**src/rtl/jacobi_poisson_stencil_macros.svh**
```systemverilog
// ----------------------------------------------------------------------------
// Jacobi stencil assertion macros
// Shared concurrent assertion forms, clocked on clk, quiet while rst is high.
// ----------------------------------------------------------------------------
`ifndef JACOBI_POISSON_STENCIL_MACROS_SVH
`define JACOBI_POISSON_STENCIL_MACROS_SVH

// same-cycle implication
`define JPS_ASSERT_NOW(label, ante, cons, msg) \
  label: assert property (@(posedge clk) disable iff (rst) (ante) |-> (cons)) \
    else $error(msg);

// next-cycle implication
`define JPS_ASSERT_NEXT(label, ante, cons, msg) \
  label: assert property (@(posedge clk) disable iff (rst) (ante) |=> (cons)) \
    else $error(msg);

`endif

```
**src/rtl/jps_pkg.sv**
```systemverilog
// ----------------------------------------------------------------------------
// Jacobi stencil package
// Sizes, register indexes, command codes and shared types.
// ----------------------------------------------------------------------------
`default_nettype none

package jps_pkg;

  localparam int MAX_COLS = 1024;
  localparam int MAX_ROWS = 1024;
  localparam int COL_W    = $clog2(MAX_COLS);
  localparam int ROW_W    = $clog2(MAX_ROWS);
  localparam int SIZE_W   = 11;
  localparam int IDX_W    = 3;

  localparam logic [SIZE_W-1:0] MIN_SIZE      = SIZE_W'(3);
  localparam logic [SIZE_W-1:0] MAX_COLS_SIZE = SIZE_W'(MAX_COLS);
  localparam logic [SIZE_W-1:0] MAX_ROWS_SIZE = SIZE_W'(MAX_ROWS);

  typedef enum logic [IDX_W-1:0] {
    REG_GRID_COLS   = 3'd0,
    REG_GRID_ROWS   = 3'd1,
    REG_H_SQUARED   = 3'd2,
    REG_H_STEP      = 3'd3,
    REG_TOL_SQUARED = 3'd4
  } reg_idx_e;

  localparam logic CMD_SAMPLE = 1'b0;
  localparam logic CMD_FLUSH  = 1'b1;

  typedef struct packed {
    logic [SIZE_W-1:0] grid_cols;
    logic [SIZE_W-1:0] grid_rows;
    logic [31:0]       h_squared;
    logic [31:0]       h_step;
    logic [31:0]       tol_squared;
  } cfg_t;

  // one classified item, front to back
  typedef struct packed {
    logic               flush;
    logic               emit;
    logic               interior;
    logic               last;
    logic [ROW_W-1:0]   row;
    logic [COL_W-1:0]   col;
    logic signed [31:0] old_value;
    logic signed [31:0] forcing;
  } q_t;

  typedef enum logic [3:0] {
    B_IDLE, B_RD1, B_RD2, B_MUL, B_SUM, B_SQ, B_ACC, B_CV1, B_CV2, B_CMP, B_OUT
  } back_state_t;

endpackage

`default_nettype wire

```
**src/rtl/jps_queue.sv**
```systemverilog
// ----------------------------------------------------------------------------
// Jacobi stencil work queue
// Two-entry FIFO of classified items between front and back.
// ----------------------------------------------------------------------------
`default_nettype none

`include "jacobi_poisson_stencil_macros.svh"

module jps_queue (
  input  wire          clk,
  input  wire          rst,
  input  wire          push,
  input  jps_pkg::q_t  push_data,
  input  wire          pop,
  output jps_pkg::q_t  pop_data,
  output logic         full,
  output logic         empty
);
  import jps_pkg::*;

  q_t         slots [2];
  logic       wr_ptr, rd_ptr;
  logic [1:0] count;

  assign full     = (count == 2'd2);
  assign empty    = (count == 2'd0);
  assign pop_data = slots[rd_ptr];

  always_ff @(posedge clk) begin
    if (push) slots[wr_ptr] <= push_data;
  end

  always_ff @(posedge clk) begin
    if (rst) begin
      wr_ptr <= 1'b0;
      rd_ptr <= 1'b0;
      count  <= '0;
    end else begin
      if (push) wr_ptr <= !wr_ptr;
      if (pop) rd_ptr <= !rd_ptr;
      count <= count + 2'(push) - 2'(pop);
    end
  end

  `JPS_ASSERT_NOW(a_no_push_full, full, !push, "push into full queue")
  `JPS_ASSERT_NOW(a_no_pop_empty, empty, !pop, "pop from empty queue")
  `JPS_ASSERT_NOW(a_count_range, 1'b1, count != 2'd3, "queue count out of range")

endmodule

`default_nettype wire

```
**config.mk**
```make
export PLATFORM = sky130hd
export DESIGN_NAME = jps_queue
export DESIGN_NICKNAME = d
export VERILOG_FILES = /design/src/rtl/jps_pkg.sv /design/src/rtl/jps_queue.sv
export VERILOG_INCLUDE_DIRS = /design/src /design/src/rtl
export SDC_FILE = /design/constraint.sdc
export NUM_CORES = 1
export LEC_CHECK = 0
export ABC_AREA = 1
export BUFFER_PORTS_ARGS = -buffer_cell sky130_fd_sc_hd__buf_2
export CORE_ASPECT_RATIO = 0.7
export CORE_MARGIN = 3
export CORE_UTILIZATION = 50
export CTS_CLUSTER_DIAMETER = 60
export DETAILED_ROUTE_END_ITERATION = 6
export MAX_ROUTING_LAYER = met4
export PLACE_DENSITY = 0.79
export SLEW_MARGIN = 20
export SYNTH_ARGS = -nofsm -noshare
export SYNTH_HDL_FRONTEND = slang
export SYNTH_SLANG_ARGS = --single-unit
```
**constraint.sdc**
```tcl
create_clock -name clk -period 10.86 [get_ports clk]
set_input_delay 1.629 -clock clk [delete_from_list [all_inputs] [get_ports clk]]
set_output_delay 1.629 -clock clk [all_outputs]
set_load 0.01 [all_outputs]
```
; ---- After elaboration in Yosys (flattened, before gate mapping)
; Memories as Yosys holds them, arrays and structs flattened. A register that Yosys moved wholly into a read port is not among the register bits.
; Index checks and enable logic that the tools add are counted.
[word_totals]
regBits = 4
mem_bits_rw = 176
input_bits = 92
out_inout_bits = 90
wordCells = 14
n_memories = 1
[mem_list]
columns = name, words, width, rd, rd_clocked_by_memory_dff, write_ports, line
row1 = slots, 2, 88, 1, 1, 1, jps_queue.sv:21  ; q_t slots [2];
[classes]
add_sub_neg = 2
n_eq_ne = 1
muxes = 4
reduce_logical = 3
[ops]
columns = op, count
row1 = 1-bit two-way mux, 4
row2 = 2-bit by 1-bit adder with 2-bit output, 1
row3 = "2-bit == test, second input constant", 1
row4 = 1-bit zero test, 2
row5 = 2-bit zero test, 1
row6 = 2-bit by 1-bit subtractor with 2-bit output, 1

; ---- Depth between registers and ports, before layout
[logic_depth]
depth_word = 3
ltp_mapped = 7
ltp_nobuf = 7

; ---- Least setup slack after synthesis
; OpenSTA, ideal clock, no wires.
[synth_path]
path_type = input-to-reg
from = in push
to = mem slots[0][0] (netlist bit), enable pin
setup_ps = 537
t_arrival_ps = 5354
t_required_ps = 10323
path_slack_ps = 4968
cell_stages = 2
path_buffers = 0
path_cell_list = inv_1 -> nor2_1
[synth_via]
elab_chain_len = 2
[synth_lines]
columns = item, line
row1 = from (decl), jps_queue.sv:12  ; input wire push,
row2 = 1-bit two-way mux, jps_queue.sv:30  ; if (push) slots[wr_ptr] <= push_data;
row3 = 1-bit two-way mux (implied by the code), jps_queue.sv:30
row4 = to (decl), jps_queue.sv:21
; No other way between the ends.

==> out/metrics.cfg <==
[die]
top_level_ports = 182
dieArea_um2 = 14700
die_x_um = 144
design.core.area_um2 = 12700
rows = 34
start_util_pct = 52.3
dieHeight_um = 102

[setup_path]
cp_max_fo = 51
cp_data_arrival_time_ns = 2.42
rrSetupSlack_ns = 8.78
crit_chain = buf_4 -> mux2_2 -> buf_2
worstSetupPathType = register to primary output
crit_path_start_kind = register
slowest_stage = buf_4
worstPathRequired_ns = 9.23
critPathMaxStageDelay_ns = 0.73
cp-end-kind = primary output

[routing]
drc = 0
via_per_inst = 5.02
drtAntennaViolNets = 0
dr.pass1.iters = 4
wirelength_um = 12100
dr.first_iter.drc_count = 174
wire_per_inst_um = 17.9
vias = 3381

[cells_and_area]
final_area_um2 = 8360
syn_to_final_growth_pct = 25.8
nets = 593
diodes = 0
drive_gt1_share_pct = 60.1
n_fill_cell = 863

[synthesis]
synthTopCellsByCount = edfxtp_1 (176), mux2_2 (68), mux2_4 (20)
async_flop_share_pct = 0
syn_inst = 305
muxShareOfSynthArea_pct = 16.0
yosysWarnings = 0
synth_top_area_share_pct = 79.5
synth_simple_gate_area_share_pct = 0.828
ys_top_cells_by_area = edfxtp_1 (79%), mux2_2 (12%), mux2_4 (4.5%)
synth_top_family_by_area = multiplexers
yosysMostFrequentCell = edfxtp_1
synth-xor-area-share_pct = 0.132
ys.flop_type = edfxtp_1
avgSynthCellArea_um2 = 21.8
seq_area_frac_synth_pct = 81.0
synth_edf_count = 176
synthesis.area_um2 = 6650
post-synth-top-area-cell = edfxtp_1
synth_compound_area_share_pct = 0.0753
synthDistinctLibCells = 14
synthAdderAreaFrac_pct = 0.376
synth_seq_cells = 181
synth_nets = 399

[power]
vdd_drop_max_v = 0.000116
leakage_uw = 0.00322
power_density_nw_per_um2 = 194

[clock_tree]
cts-buffers-inserted = 17
cts.path.max_buffers = 2
ctsHtreeMaxLevel = 4
clkSinkCount = 181
clk_latency_ns = 0.41
cts_setup_buffers = 0
root_buffer = clkbuf_16
hold_buffers = 0
post_cts_resized = 0
cts_tree = built
clkTransAtPathRegs_ns = 0.06

[outcome]
outcome = finished, final reports clean

[place]
placed_cell_area_um2 = 7720
io_buffers = 181
place_ws_ns = 7.04
dp_hpwl_um = 7880
gp_congestion = 0.802

[run]
cap_violations = 0

[grt]
grtUsageTotal_pct = 17.1
grt_pass1_vias = 3580
overflow = 0
grt_max_degree = 54
antenna_found_initial = 0
grt_pass1_wl_um = 18200

[sta]
fin_crit_sh_pct = 37.3
fin_crit_ns = 4.05
setup_violations = 0
hold_violations = 0
finalMaxSlewViolations = 0
slew_headroom_pct = 47.7
setup_tns_ns = 0
setup_slack_ns = 6.81
rsz0062_at_grt = no
finalClockSkew_ns = 0.00705
worstMarginPinSlew_ns = 0.785
fmax_mhz = 247

[hold_path]
hold_class = register to register

[cell usage in the layout, fill, tap and decap left out]
cell type,n
nand3_1,1
inv_8,1
xnor2_1,1
mux2_4,20
clkinvlp_4,2
inv_6,3
bufinv_16,4
ha_1,2
dfxtp_1,4
edfxtp_1,176
nand2_1,4
a21oi_1,1
inv_1,7
nor2_1,7
dfxtp_4,1
buf_2,181
buf_4,3
mux2_2,68
nor2_4,1
clkbuf_16,17
clkinv_4,2
nor3_1,1
clkinv_2,3
buf_12,1
[state kept, by name, indices dropped and copies added, names as in the netlist, named ones only]
signal and flops:
rd_ptr 1, count 2, wr_ptr 1, slots 176
[path summary, 6_finish.rpt]
| check | from | to | cells after the start |
|---|---|---|---|
| worst min register to register | rd_ptr | register | 2 |
| worst max-delay path | register | pop_data[39] | 3 |
| worst min-delay path | rd_ptr | register | 2 |
| worst max register to register | wr_ptr | slots[1][15] | 3 |
[worst max-delay path, delay by kind of cell, from the launching register on]
| family | cells | cell delay (ns) |
|---|---|---|
| buffers and inverters | 2 | 0.87 |
| DFF | 1 | 0.67 |
| muxes | 1 | 0.43 |
[kinds of logic (layout without fill, tap and decap cells)]
family,count (synthesis),count (layout)
flops,181,181
xor+xnor,1,1
simple gates,14,14
buf+inv,18,224
compound gates,1,1
mux,88,88
fa+ha+maj,2,2
[routing by layer]
| metal | global-route usage (%) | wire length [um] |
|---|---|---|
| met1 | 21.7 | 5260 |
| met2 | 26.3 | 5630 |
| met3 | 6.54 | 1090 |
| met4 | 4.78 | 98 |
| met5 | - | 0 |
[where the power goes]
part	switching (uW)	internal, uW
clock network	255	388
registers	14.2	809
logic	81.6	78.4
[layout make-up]
| class | count | area [um^2] | area share, % |
|---|---|---|---|
| Clock buffer | 17 | 425 | 5.09 |
| Clock inverter | 14 | 200 | 2.39 |
| Inverter | 8 | 31.3 | 0.374 |
| Multi-Input combinational cell | 106 | 1170 | 14.0 |
| Sequential cell | 181 | 5390 | 64.4 |
| Tap cell | 162 | 203 | 2.42 |
| Timing Repair Buffer | 185 | 948 | 11.3 |
[per-stage QoR]
stage               hold WS (ns)  power (uW)  utilization [%]  cells
global placement           0.494         993             60.7    641
floorplan                  0.480         932                -    305
finish                     0.550        1630             65.8    673
global route               0.574        1690             65.8    673
detailed placement         0.523         999             60.7    641
CTS                        0.552        1640             65.6    672
No activity file was read; power rests on OpenSTA's default activity.
