<file path="src/rtl/jacobi_poisson_stencil_macros.svh">
// ----------------------------------------------------------------------------
// Jacobi stencil assertion macros
// Shared concurrent assertion forms, clocked on clk, quiet while rst is high.
// ----------------------------------------------------------------------------
`ifndef JACOBI_POISSON_STENCIL_MACROS_SVH
`define JACOBI_POISSON_STENCIL_MACROS_SVH

// same-cycle implication
`define JPS_ASSERT_NOW(label, ante, cons, msg) \
  label: assert property (@(posedge clk) disable iff (rst) (ante) |-> (cons)) \
    else $error(msg);

// next-cycle implication
`define JPS_ASSERT_NEXT(label, ante, cons, msg) \
  label: assert property (@(posedge clk) disable iff (rst) (ante) |=> (cons)) \
    else $error(msg);

`endif

</file>
<file path="src/rtl/jps_pkg.sv">
// ----------------------------------------------------------------------------
// Jacobi stencil package
// Sizes, register indexes, command codes and shared types.
// ----------------------------------------------------------------------------
`default_nettype none

package jps_pkg;

  localparam int MAX_COLS = 1024;
  localparam int MAX_ROWS = 1024;
  localparam int COL_W    = $clog2(MAX_COLS);
  localparam int ROW_W    = $clog2(MAX_ROWS);
  localparam int SIZE_W   = 11;
  localparam int IDX_W    = 3;

  localparam logic [SIZE_W-1:0] MIN_SIZE      = SIZE_W'(3);
  localparam logic [SIZE_W-1:0] MAX_COLS_SIZE = SIZE_W'(MAX_COLS);
  localparam logic [SIZE_W-1:0] MAX_ROWS_SIZE = SIZE_W'(MAX_ROWS);

  typedef enum logic [IDX_W-1:0] {
    REG_GRID_COLS   = 3'd0,
    REG_GRID_ROWS   = 3'd1,
    REG_H_SQUARED   = 3'd2,
    REG_H_STEP      = 3'd3,
    REG_TOL_SQUARED = 3'd4
  } reg_idx_e;

  localparam logic CMD_SAMPLE = 1'b0;
  localparam logic CMD_FLUSH  = 1'b1;

  typedef struct packed {
    logic [SIZE_W-1:0] grid_cols;
    logic [SIZE_W-1:0] grid_rows;
    logic [31:0]       h_squared;
    logic [31:0]       h_step;
    logic [31:0]       tol_squared;
  } cfg_t;

  // one classified item, front to back
  typedef struct packed {
    logic               flush;
    logic               emit;
    logic               interior;
    logic               last;
    logic [ROW_W-1:0]   row;
    logic [COL_W-1:0]   col;
    logic signed [31:0] old_value;
    logic signed [31:0] forcing;
  } q_t;

  typedef enum logic [3:0] {
    B_IDLE, B_RD1, B_RD2, B_MUL, B_SUM, B_SQ, B_ACC, B_CV1, B_CV2, B_CMP, B_OUT
  } back_state_t;

endpackage

`default_nettype wire

</file>
<file path="src/rtl/jps_if.sv">
// ----------------------------------------------------------------------------
// Jacobi stencil channels
// Grid sample, result and register write channels, valid/ready.
// ----------------------------------------------------------------------------
`default_nettype none

interface jps_in_if;
  import jps_pkg::*;
  logic               valid;
  logic               ready;
  logic               cmd;
  logic signed [31:0] old_value;
  logic signed [31:0] forcing;
  modport source (output valid, cmd, old_value, forcing, input ready);
  modport sink (input valid, cmd, old_value, forcing, output ready);
endinterface


`default_nettype wire

</file>
<file path="src/rtl/jps_front.sv">
// ----------------------------------------------------------------------------
// Jacobi stencil front end
// Tracks grid position, classifies each beat and pushes work to the queue.
// ----------------------------------------------------------------------------
`default_nettype none

module jps_front (
  input  wire             clk,
  input  wire             rst,
  jps_in_if.sink          sample,
  input  jps_pkg::cfg_t   cfg_regs,
  input  wire             full,
  output logic            push,
  output jps_pkg::q_t     push_data
);
  import jps_pkg::*;

  logic [SIZE_W-1:0] in_row, in_row_next;
  logic [COL_W-1:0]  in_col, in_col_next;
  logic [SIZE_W-1:0] cols, rows;
  logic              all_in, row_end, take;

  always_comb begin
    if (cfg_regs.grid_cols < MIN_SIZE) cols = MIN_SIZE;
    else if (cfg_regs.grid_cols > MAX_COLS_SIZE) cols = MAX_COLS_SIZE;
    else cols = cfg_regs.grid_cols;
    if (cfg_regs.grid_rows < MIN_SIZE) rows = MIN_SIZE;
    else if (cfg_regs.grid_rows > MAX_ROWS_SIZE) rows = MAX_ROWS_SIZE;
    else rows = cfg_regs.grid_rows;
  end

  assign all_in       = (in_row >= rows);
  assign row_end      = (({1'b0, in_col} + SIZE_W'(1)) >= cols);
  assign sample.ready = !full;
  assign take         = sample.valid && !full;

  always_comb begin
    push_data           = '0;
    push                = 1'b0;
    in_row_next         = in_row;
    in_col_next         = in_col;
    push_data.col       = in_col;
    push_data.old_value = sample.old_value;
    push_data.forcing   = sample.forcing;
    if (take) begin
      if (sample.cmd == CMD_FLUSH) begin
        if (all_in) begin
          push           = 1'b1;
          push_data.flush = 1'b1;
          push_data.emit = 1'b1;
          push_data.last = row_end;
          push_data.row  = ROW_W'(rows - SIZE_W'(1));
          if (row_end) begin
            in_row_next = '0;
            in_col_next = '0;
          end else begin
            in_col_next = in_col + COL_W'(1);
          end
        end
      end else if (!all_in) begin
        push               = 1'b1;
        push_data.emit     = (in_row != '0);
        push_data.row      = ROW_W'(in_row - SIZE_W'(1));
        push_data.interior = !(in_row == SIZE_W'(1) || in_row >= rows ||
                               in_col == '0 || row_end);
        if (row_end) begin
          in_col_next = '0;
          in_row_next = in_row + SIZE_W'(1);
        end else begin
          in_col_next = in_col + COL_W'(1);
        end
      end
    end
  end

  always_ff @(posedge clk) begin
    if (rst) begin
      in_row <= '0;
      in_col <= '0;
    end else begin
      in_row <= in_row_next;
      in_col <= in_col_next;
    end
  end

endmodule

`default_nettype wire

</file>
<file path="src/flat_wrapper.sv">
// flat-port wrapper written by rule: the top's interface ports become plain ports
module jps_front_flat import jps_pkg::*;
  (clk, rst, cfg_regs, full, push, push_data, sample_valid, sample_cmd, sample_old_value, sample_forcing, sample_ready);
  jps_in_if sample_i ();
  input  wire clk;
  input  wire rst;
  input  jps_pkg::cfg_t cfg_regs;
  input  wire full;
  output logic push;
  output jps_pkg::q_t push_data;
  input wire logic [$bits(sample_i.valid)-1:0] sample_valid;
  input wire logic [$bits(sample_i.cmd)-1:0] sample_cmd;
  input wire logic [$bits(sample_i.old_value)-1:0] sample_old_value;
  input wire logic [$bits(sample_i.forcing)-1:0] sample_forcing;
  output wire logic [$bits(sample_i.ready)-1:0] sample_ready;
  assign sample_i.valid = sample_valid;
  assign sample_i.cmd = sample_cmd;
  assign sample_i.old_value = sample_old_value;
  assign sample_i.forcing = sample_forcing;
  assign sample_ready = sample_i.ready;
  jps_front u_core (.clk(clk), .rst(rst), .sample(sample_i), .cfg_regs(cfg_regs), .full(full), .push(push), .push_data(push_data));
endmodule
</file>
<file path="config.mk">
export PLATFORM = sky130hd
export DESIGN_NAME = jps_front_flat
export DESIGN_NICKNAME = d
export VERILOG_FILES = /design/src/rtl/jacobi_poisson_stencil_macros.svh /design/src/rtl/jps_pkg.sv /design/src/rtl/jps_if.sv /design/src/rtl/jps_front.sv /design/src/flat_wrapper.sv
export SDC_FILE = /design/constraint.sdc
export NUM_CORES = 1
export LEC_CHECK = 0
export BUFFER_PORTS_ARGS = -buffer_cell sky130_fd_sc_hd__buf_2
export CAP_MARGIN = 20
export CORE_AREA = 2 2 107 109
export CTS_CLUSTER_DIAMETER = 50
export DETAILED_ROUTE_END_ITERATION = 10
export DIE_AREA = 0 0 109 111
export PLACE_DENSITY = 0.67
export SLEW_MARGIN = 20
export SYNTH_ARGS = -nofsm -noshare
export SYNTH_HDL_FRONTEND = slang
export SYNTH_SLANG_ARGS = --single-unit
</file>
<file path="constraint.sdc">
create_clock -name clk -period 8.85 [get_ports clk]
set_input_delay 1.3275 -clock clk [delete_from_list [all_inputs] [get_ports clk]]
set_output_delay 1.3275 -clock clk [all_outputs]
set_load 0.01 [all_outputs]
</file>
* Word level (Yosys, flattened, before mapping)
Index checks and enable logic that the tools add are counted.
Word-level totals: flip-flop bits (word level) 21, input port bits 187
Cells by class: $add $sub $neg 5, $lt $le $gt $ge 6, eq/ne operators 4, multiplexer cells 27, reduce and logical (&&, ||, !) cells 11
Operators with widths (number):
- $mux 11 | 10
- $mux 10 | 6
- $ge 11x11->1 | 2
- $gt 11x11->1 const B | 2
- $lt 11x2->1 const B | 2
- $sub 10x1->10 const B | 2
- $mux 14 | 1
- $add 10x1->11 const B | 1
- $add 11x1->11 const B | 1
- $eq 11x1->1 const B | 1
- $reduce_bool 11->1 | 1
- $add 10x1->10 const B | 1
- $logic_not 10->1 | 1
- $mux 1 | 8
- $reduce_and 5->1 | 1
- $mux 2 | 2
- $ne 2x2->1 const B | 2
- $logic_or 1x1->1 | 3
- $reduce_and 3->1 | 1
- $logic_not 1->1 | 2
- $ne 2x1->1 const B | 1
- $reduce_bool 2->1 | 1
- $logic_and 1x1->1 | 1

* Logic depth before layout (Yosys ltp)
Gate-level depths: netlist (run 1).
word-level depth 11, gate-level depth with buffers 19, depth with buffers taken out 17

* Least setup slack after synthesis (run 1)
OpenSTA, ideal clock, no wires.
kind input port to output port, from in cfg_regs[105] in the netlist's numbering, to out push, arrival 3.884 ns, data required time 7.523 ns, slack 3.638 ns, cell stages on the path 13, buffers on the path 2, cells stage by stage nor4_1 nor2b_1 o21ai_0 ha_1 nand2_1 o21ai_0 a41oi_1 o21ai_2 ha_1 nand2b_1 buf_2 inv_2 clkbuf_1
On the way: longest elaborated chain between the ends 7, elaborated cells between the ends (all ways) 9, classes of those cells 3 x order compare; 6 x mux
Ends and longest elaborated chain:
- start, declared | RTL line flat_wrapper.sv:7 | input jps_pkg::cfg_t cfg_regs;
- $gt 11x11->1 | RTL line jps_front.sv:28 | else if (cfg_regs.grid_rows > MAX_ROWS_SIZE) rows = MAX_ROWS_SIZE;
- $mux 11 | RTL line jps_front.sv:28
- $mux 11 * | RTL line jps_front.sv:27 | if (cfg_regs.grid_rows < MIN_SIZE) rows = MIN_SIZE;
- $ge 11x11->1 * | RTL line jps_front.sv:32 | assign all_in = (in_row >= rows);
- $mux 1 (on tied branches) | RTL line jps_front.sv:60, jps_front.sv:47
- $mux 1 * | RTL line jps_front.sv:46 | if (sample.cmd == CMD_FLUSH) begin
- $mux 1 * | RTL line jps_front.sv:45 | if (take) begin
- end, declared | RTL line flat_wrapper.sv:9 | output logic push;
Every way passes the cells marked *; elsewhere a longest branch is shown, timed or not.

* Final worst setup path (run 1)
Ends and elaborated chain as after synthesis.

==> results.md, run 1 <==
- Status: complete, no violations
- Largest net degree at the start of global routing: 20
- H-tree depth: 1
- Yosys top cell area share: approximately 16%
- Fmax: between 0.15 and 0.2 GHz
- Gate power share: between 20 and 25%
- Post-CTS setup buffer count: 0
- Setup TNS: 0 ns
- Flop pwr share: about two fifths
- GRT Util Overall: about an eighth
- DR WL/cell: between 15 and 20 µm
- First-pass GRT wire length: ~13 mm
- Hold Path Stages: 2
- Antenna violations before repair: 0
- Grt ovf: 0
- Yosys warning total: 0
- DR DRC count: 0
- Drt pass-1 iters: 4
- Cell Chain, Critical Path: buf_2 -> nor4_1 -> nor2b_1 -> o21ai_0 -> ha_1 -> nand2_1 -> o21ai_0 -> a41oi_1 -> o21ai_2 -> ha_1 -> nand2b_1 -> inv_2 -> buf_2
- R2R cell count: 13
- Clock Root Buffer: clkbuf_16
- Sequential share of the synthesized area: 14.4%
- FILL cells: about 1200
- Slowest CP cell: nor4_1
- Layout cell share with drive strength beyond 1: between 10% and 20%
- Worst Setup End Kind: output port
- Yosys top cell by area: buf_4
- Maximum buffer depth of the clock tree: 2
- Nets: around 600
- Vias: between 2000 and 3000
- Leak: approximately 1.3 nW
- Iter 0 DRT Violations: 205
- VDD IR max: 0.0807 mV
- CP delay by family, top: simple AND/OR/NAND/NOR gates
- CP bufs+invs: 3
- Area Growth Syn to Fin: -2.53%
- Hold Crit Class: reg -> reg
- Post-route cell area: roughly 0.0028 mm²
- Final hold vios: 0
- Net switching power: a little under 80 µW
- Crit path launch: cfg_regs[105]
- Num CTS Buffers: 3
- GRT busiest layer: met2
- RSZ-0062 raised after global routing: false
- Vias in the first global route: about 2500
- Ys async rst share: 0%
- Register area: ~420 µm²
- CTS Sinks: 21
- Post-synth top flop: dfxtp_1
- Clock power frac: 37.3%
- I/O Buffers: 52
- Synthesis-stage register bit count: 21
- Global routing usage on met1: between 10% and 20%
- DP Area: about 0.0028 mm²
- Die Wd: between 100 and 150 µm
- Pwr dens: 90.9 mW/mm²
- Synth Instances: between 400 and 500
- TritonCTS clock tree: done
- Reg-to-reg startpoint: u_core.in_row[0]
- DP Wirelength: around 6.4 mm
- Total Routed Length: ~8.1 mm
- Count of final max-slew check failures: 0
- Endpoints failing setup: 0
- Met2 usage: 20.2%
- ANT nets after route: 0
- Post-Syn Area: between 0.002 and 0.003 mm²
- Area contributors post-synth: buf_4, dfxtp_1, ha_1
- Core Box Area: roughly 0.011 mm²
- Number of synthesized flops with an enable pin: 0
- Met3 Usage GRT: 5.23%
- CP Data Required Time: between 7 and 8 ns
- GPL Wtd Cong: 0.808
- Hold Worst Slack: about 0.54 ns
- Hold path start: u_core.in_col[1]
- CTS-repair resized insts: 0
- Slew @ Worst Pin: 0.762 ns
- Latest clock arrival within the worst-skew pair: around 0.25 ns
- Initial core utilization: a little over a quarter
- Area taken by multi-input logic gates: 0.00185 mm²
- Worst path depth: 13
- Crit path kind: in -> out
- Hold buffer count at cts: 0
- Final core utilization: between 20% and 30%
- Max Cap Viol: 0
- Slowest stage delay, CP: 0.54 ns
- Reg clk slew, reported paths: 0.06 ns
- Net Sw Frac: a little under a third
- Die height: between 100 and 150 µm
- CP startpoint kind: primary input
- Syn Area/Cell: 7.28 µm²
- Row cnt: 39
- Slew Limit Headroom: about half
- WP data arrival: about 5.1 ns
- Die area: between 0.01 and 0.015 mm²
- Vias per Instance: ~5.2
- ANT cells: 0
- Syn nets: 617
- Worst Path Max Fanout: 18
- Post-layout min period: between 6 and 7 ns
- Internal power: around 180 µW
- I/O Pins: between 200 and 300
- Worst Skew: between 0.002 and 0.0025 ns
- Yosys cell types: 57
- Fin crit share: about 72%
==> worst register-to-register path, stage by stage, from the launching register on <==
cell and delay, ns:
dfxtp_1 0.50, inv_1 0.13, ha_1 0.30, nor2b_1 0.04
o21ai_0 0.24, a41oi_1 0.17, o21ai_2 0.40, ha_1 0.32
nand2b_1 0.49, inv_2 0.45, and3_1 0.21, a32o_1 0.39
a21oi_1 0.12, a311oi_1 0.27
==> per-layer routing <==
layer / wire length (µm) / up-vias
met4: 277 / 2
met1: 3260 / 1229
li1: - / 1301
met2: 3480 / 124
met5: 48 / -
met3: 1000 / 32
==> power by group through the flow <==
stage	Combinational, mW	Sequential (mW)	Clock (mW)
6_report	0.0634	0.0988	0.0966
3_3_place_gp	0.0611	0.101	0
3_5_place_dp	0.0630	0.101	0
2_1_floorplan	0.0712	0.100	0
4_1_cts	0.0633	0.0988	0.0990
5_1_grt	0.0711	0.0992	0.104
==> cells in the mapped netlist (8+ instances only) <==
library cell and n:
buf_4 64, nand2_1 42, ha_1 29, nor2_1 24, dfxtp_1 21, a21oi_1 20, nand3_1 20, inv_1 14
clkbuf_1 13, o21ai_0 12, xnor2_1 12, nor3_1 10, a31oi_1 9, and3_1 9, nor4_1 9, o22ai_1 8
==> registers in the layout, summed over array words and instances (netlist names) <==
signal	count
u_core.in_col	10
u_core.in_row	11
==> worst paths after layout <==
check                      end  slack (ns)
max                       push        2.44
min           u_core.in_col[1]        0.54
max reg2reg  u_core.in_row[10]        4.72
min reg2reg   u_core.in_col[1]        0.54
==> area by class of cell <==
cell class | instances | area share [%]
Clock inverter | 1 | 0.176
Multi-Input combinational cell | 278 | 64.9
Clock buffer | 3 | 2.64
Timing Repair Buffer | 52 | 9.14
Sequential cell | 21 | 14.8
Inverter | 16 | 2.11
Tap cell | 143 | 6.29
==> through the flow <==
| stage | worst slack (ns) | total power [mW] | cells |
|---|---|---|---|
| after detailed placement | 2.50 | 0.164 | 510 |
| after global routing | 2.15 | 0.274 | 514 |
| after CTS | 2.49 | 0.261 | 514 |
| after floorplan | 3.64 | 0.171 | 401 |
| after global placement | 2.61 | 0.162 | 510 |
| final | 2.44 | 0.259 | 514 |
==> cell usage in the layout (no fill, tap or decap), drive strengths merged, types with 4 or more instances in the layout <==
| cell | n |
|---|---|
| inv | 15 |
| or3 | 6 |
| xor2 | 6 |
| o22ai | 8 |
| o21ai | 16 |
| nor2 | 25 |
| buf | 52 |
| a31oi | 9 |
| nor4 | 9 |
| nor3 | 11 |
| ha | 29 |
| and3 | 9 |
| o211ai | 4 |
| dfxtp | 21 |
| xnor2 | 12 |
| nand2 | 43 |
| nand3 | 21 |
| nor2b | 5 |
| a21oi | 21 |
| a21o | 7 |
==> kinds of logic after synthesis <==
family | share of synthesized area (%)
compound gates | 20.0
xor+xnor | 5.40
fa+ha+maj | 12.4
buf+inv | 22.4
flops | 14.4
simple gates | 25.4
No activity file was read; power rests on OpenSTA's default activity.
==> inputs of run 2 (changes only) <==
CORE_AREA = 2 2 108 110   (was 2 2 107 109)
DIE_AREA = 0 0 110 112   (was 0 0 109 111)
PLACE_DENSITY = 0.68   (was 0.67)
clock period = 5.2 ns   (was 8.85 ns; I/O delays follow)
==> run 2 against run 1 <==
  * Design area rose by 0.53%
  * Critical endpoint is now push_data[78]
  * Critical path type unchanged
  * Hold slack got worse by 0.0059 ns
  * Sequential power rose by 70%
  * Critical path depth did not move
  * Highest routed layer is now met4
==> results.md, run 2 (synthesis gave the netlist of run 1 again) <==
- Status: complete, no violations
- VDD IR max: approximately 0.12 mV
- Pwr dens: around 160 mW/mm²
- WP data arrival: between 3 and 4 ns
- First-pass GRT wire length: around 12 mm
- H-tree depth: 1
- Nets: just under 600
- Design Power: between 400 and 500 µW
- DR DRC count: 0
- GRT Util Overall: 11.8%
- Area Growth Syn to Fin: -2.01%
- Max reg flops: 11
- Count of final max-slew check failures: 0
- Vias in the first global route: between 2000 and 3000
- Non-filler cells, final: ~520
- Post-CTS setup buffer count: 0
- Clock Root Buffer: clkbuf_16
- Hold Crit Class: reg -> reg
- Endpoints failing setup: 0
- Largest registers: u_core.in_row (11), u_core.in_col (10)
- CP Data Required Time: around 4.4 ns
- Leak: ~1.3 nW
- CTS Sinks: 21
- CP delay by family, top: compound AO/OA/AOI/OAI gates
- Reg-to-reg startpoint: u_core.in_row[0]
- ANT cells: 0
- Die area: between 0.01 and 0.015 mm²
- Maximum buffer depth of the clock tree: 2
- Iter 0 DRT Violations: 270
- Grt ovf: 0
- Slew Limit Headroom: between 60% and 70%
- Commonest cells after routing, fill and taps aside: buf_2, nand2_1, ha_1
- DR WL/cell: approximately 15 µm
- CP bufs+invs: 3
- Crit path kind: in -> out
- GPL Wtd Cong: around 0.87
- Post-route cell area: approximately 0.0029 mm²
- Largest reg by FF count: u_core.in_row
- Num CTS Buffers: 3
- Antenna violations before repair: 0
- Dpl cells: between 500 and 600
- ANT nets after route: 0
- I/O Buffers: 52
- Slew @ Worst Pin: around 0.56 ns
- Setup TNS: 0 ns
- Worst Setup End Kind: output port
- Vias: between 2000 and 3000
- Vias per Instance: 5.29
- Initial core utilization: 26.1%
- Fmax: 0.215 GHz
- FF-to-FF End: u_core.in_row[10]
- Core Box Area: 0.0112 mm²
- DP Wirelength: a little under 6 mm
- R2R cell count: 13
- Hold Path Stages: 2
- Final hold vios: 0
- Worst Path Max Fanout: 10
- Post-layout min period: 4.65 ns
- Die Wd: between 100 and 150 µm
- Final core utilization: about 26%
- Slowest CP cell: nor4_1
- DP Area: 0.00278 mm²
- Cell Chain, Critical Path: buf_2 -> nor4_1 -> nor2b_1 -> o21ai_0 -> ha_1 -> nand2_1 -> o21ai_0 -> a41oi_1 -> o21ai_2 -> buf_4 -> nand3_1 -> o22ai_1 -> buf_2
- Hold path start: u_core.in_col[1]
- Row cnt: 39
- FILL cells: 1229
- Max Cap Viol: 0
- Drt pass-1 iters: 4
- Slowest stage delay, CP: around 0.48 ns
- WHS Endpoint: u_core.in_col[1]
- Commonest non-fill, non-tap cell in the layout: buf_2
- R2R Setup Slk: 1.72 ns
- Reg clk slew, reported paths: roughly 0.060 ns
- I/O Pins: roughly 280
- CP startpoint kind: primary input
- Total Routed Length: between 7 and 8 mm
- Latest clock arrival within the worst-skew pair: ~0.26 ns
- RSZ-0062 raised after global routing: false
- Fin crit share: 89.3%
- Largest net degree at the start of global routing: 20
- CTS-repair resized insts: 0
- Die height: around 110 µm
- Layout cell share with drive strength beyond 1: between 10% and 20%
- TritonCTS clock tree: done
- Hold buffer count at cts: 0
- Worst Skew: ~0.0022 ns
run 2: per-layer routing:
layer  wire (µm)  track usage (%)  vias up
li1            -                -     1299
met1        3280             15.7     1282
met2        3260             18.2      129
met3         878             4.22       18
met4          79             2.78        0
met5           0                0        -
run 2: layout make-up:
class	count	area [µm²]	area share (%)
repair buffers	54	275	9.62
multi-input cells	278	1850	64.5
well taps	143	179	6.25
clock buffers	3	75.1	2.62
flip-flops and latches	21	420	14.7
clock inverters	1	5.00	0.175
inverters	16	60.1	2.10
run 2: how the worst max path moves through the flow:
stage / from / endpoint / slack (ns) / depth (start not counted)
6_report: cfg_regs[104] / push_data[78] / 0.55 / 13
5_1_grt: cfg_regs[104] / push_data[78] / 0.29 / 13
4_1_cts: cfg_regs[104] / push_data[76] / 0.62 / 13
3_5_place_dp: cfg_regs[104] / u_core.in_row[10] / 0.56 / 16
3_3_place_gp: cfg_regs[105] / u_core.in_row[10] / 0.60 / 16
2_1_floorplan: cfg_regs[105] / push / 1.08 / 13
run 2: worst min-delay path, cell delays in order, from the launching register on:
cell and delay, ns:
dfxtp_1 0.36, nand2_1 0.07, a21oi_1 0.05
run 2: report_power, final:
group	switching, mW	total (mW)	internal, mW	leakage (nW)
combinational	0.0664	0.108	0.0418	1.09
clock	0.0654	0.169	0.104	0.0409
sequential	0.00499	0.168	0.163	0.169
run 2: per-stage QoR:
stage | hold slack [ns] | setup WS [ns]
after floorplan | 0.499 | 1.08
after global placement | 0.500 | 0.601
after detailed placement | 0.527 | 0.556
after CTS | 0.536 | 0.620
after global routing | 0.563 | 0.287
final | 0.530 | 0.554
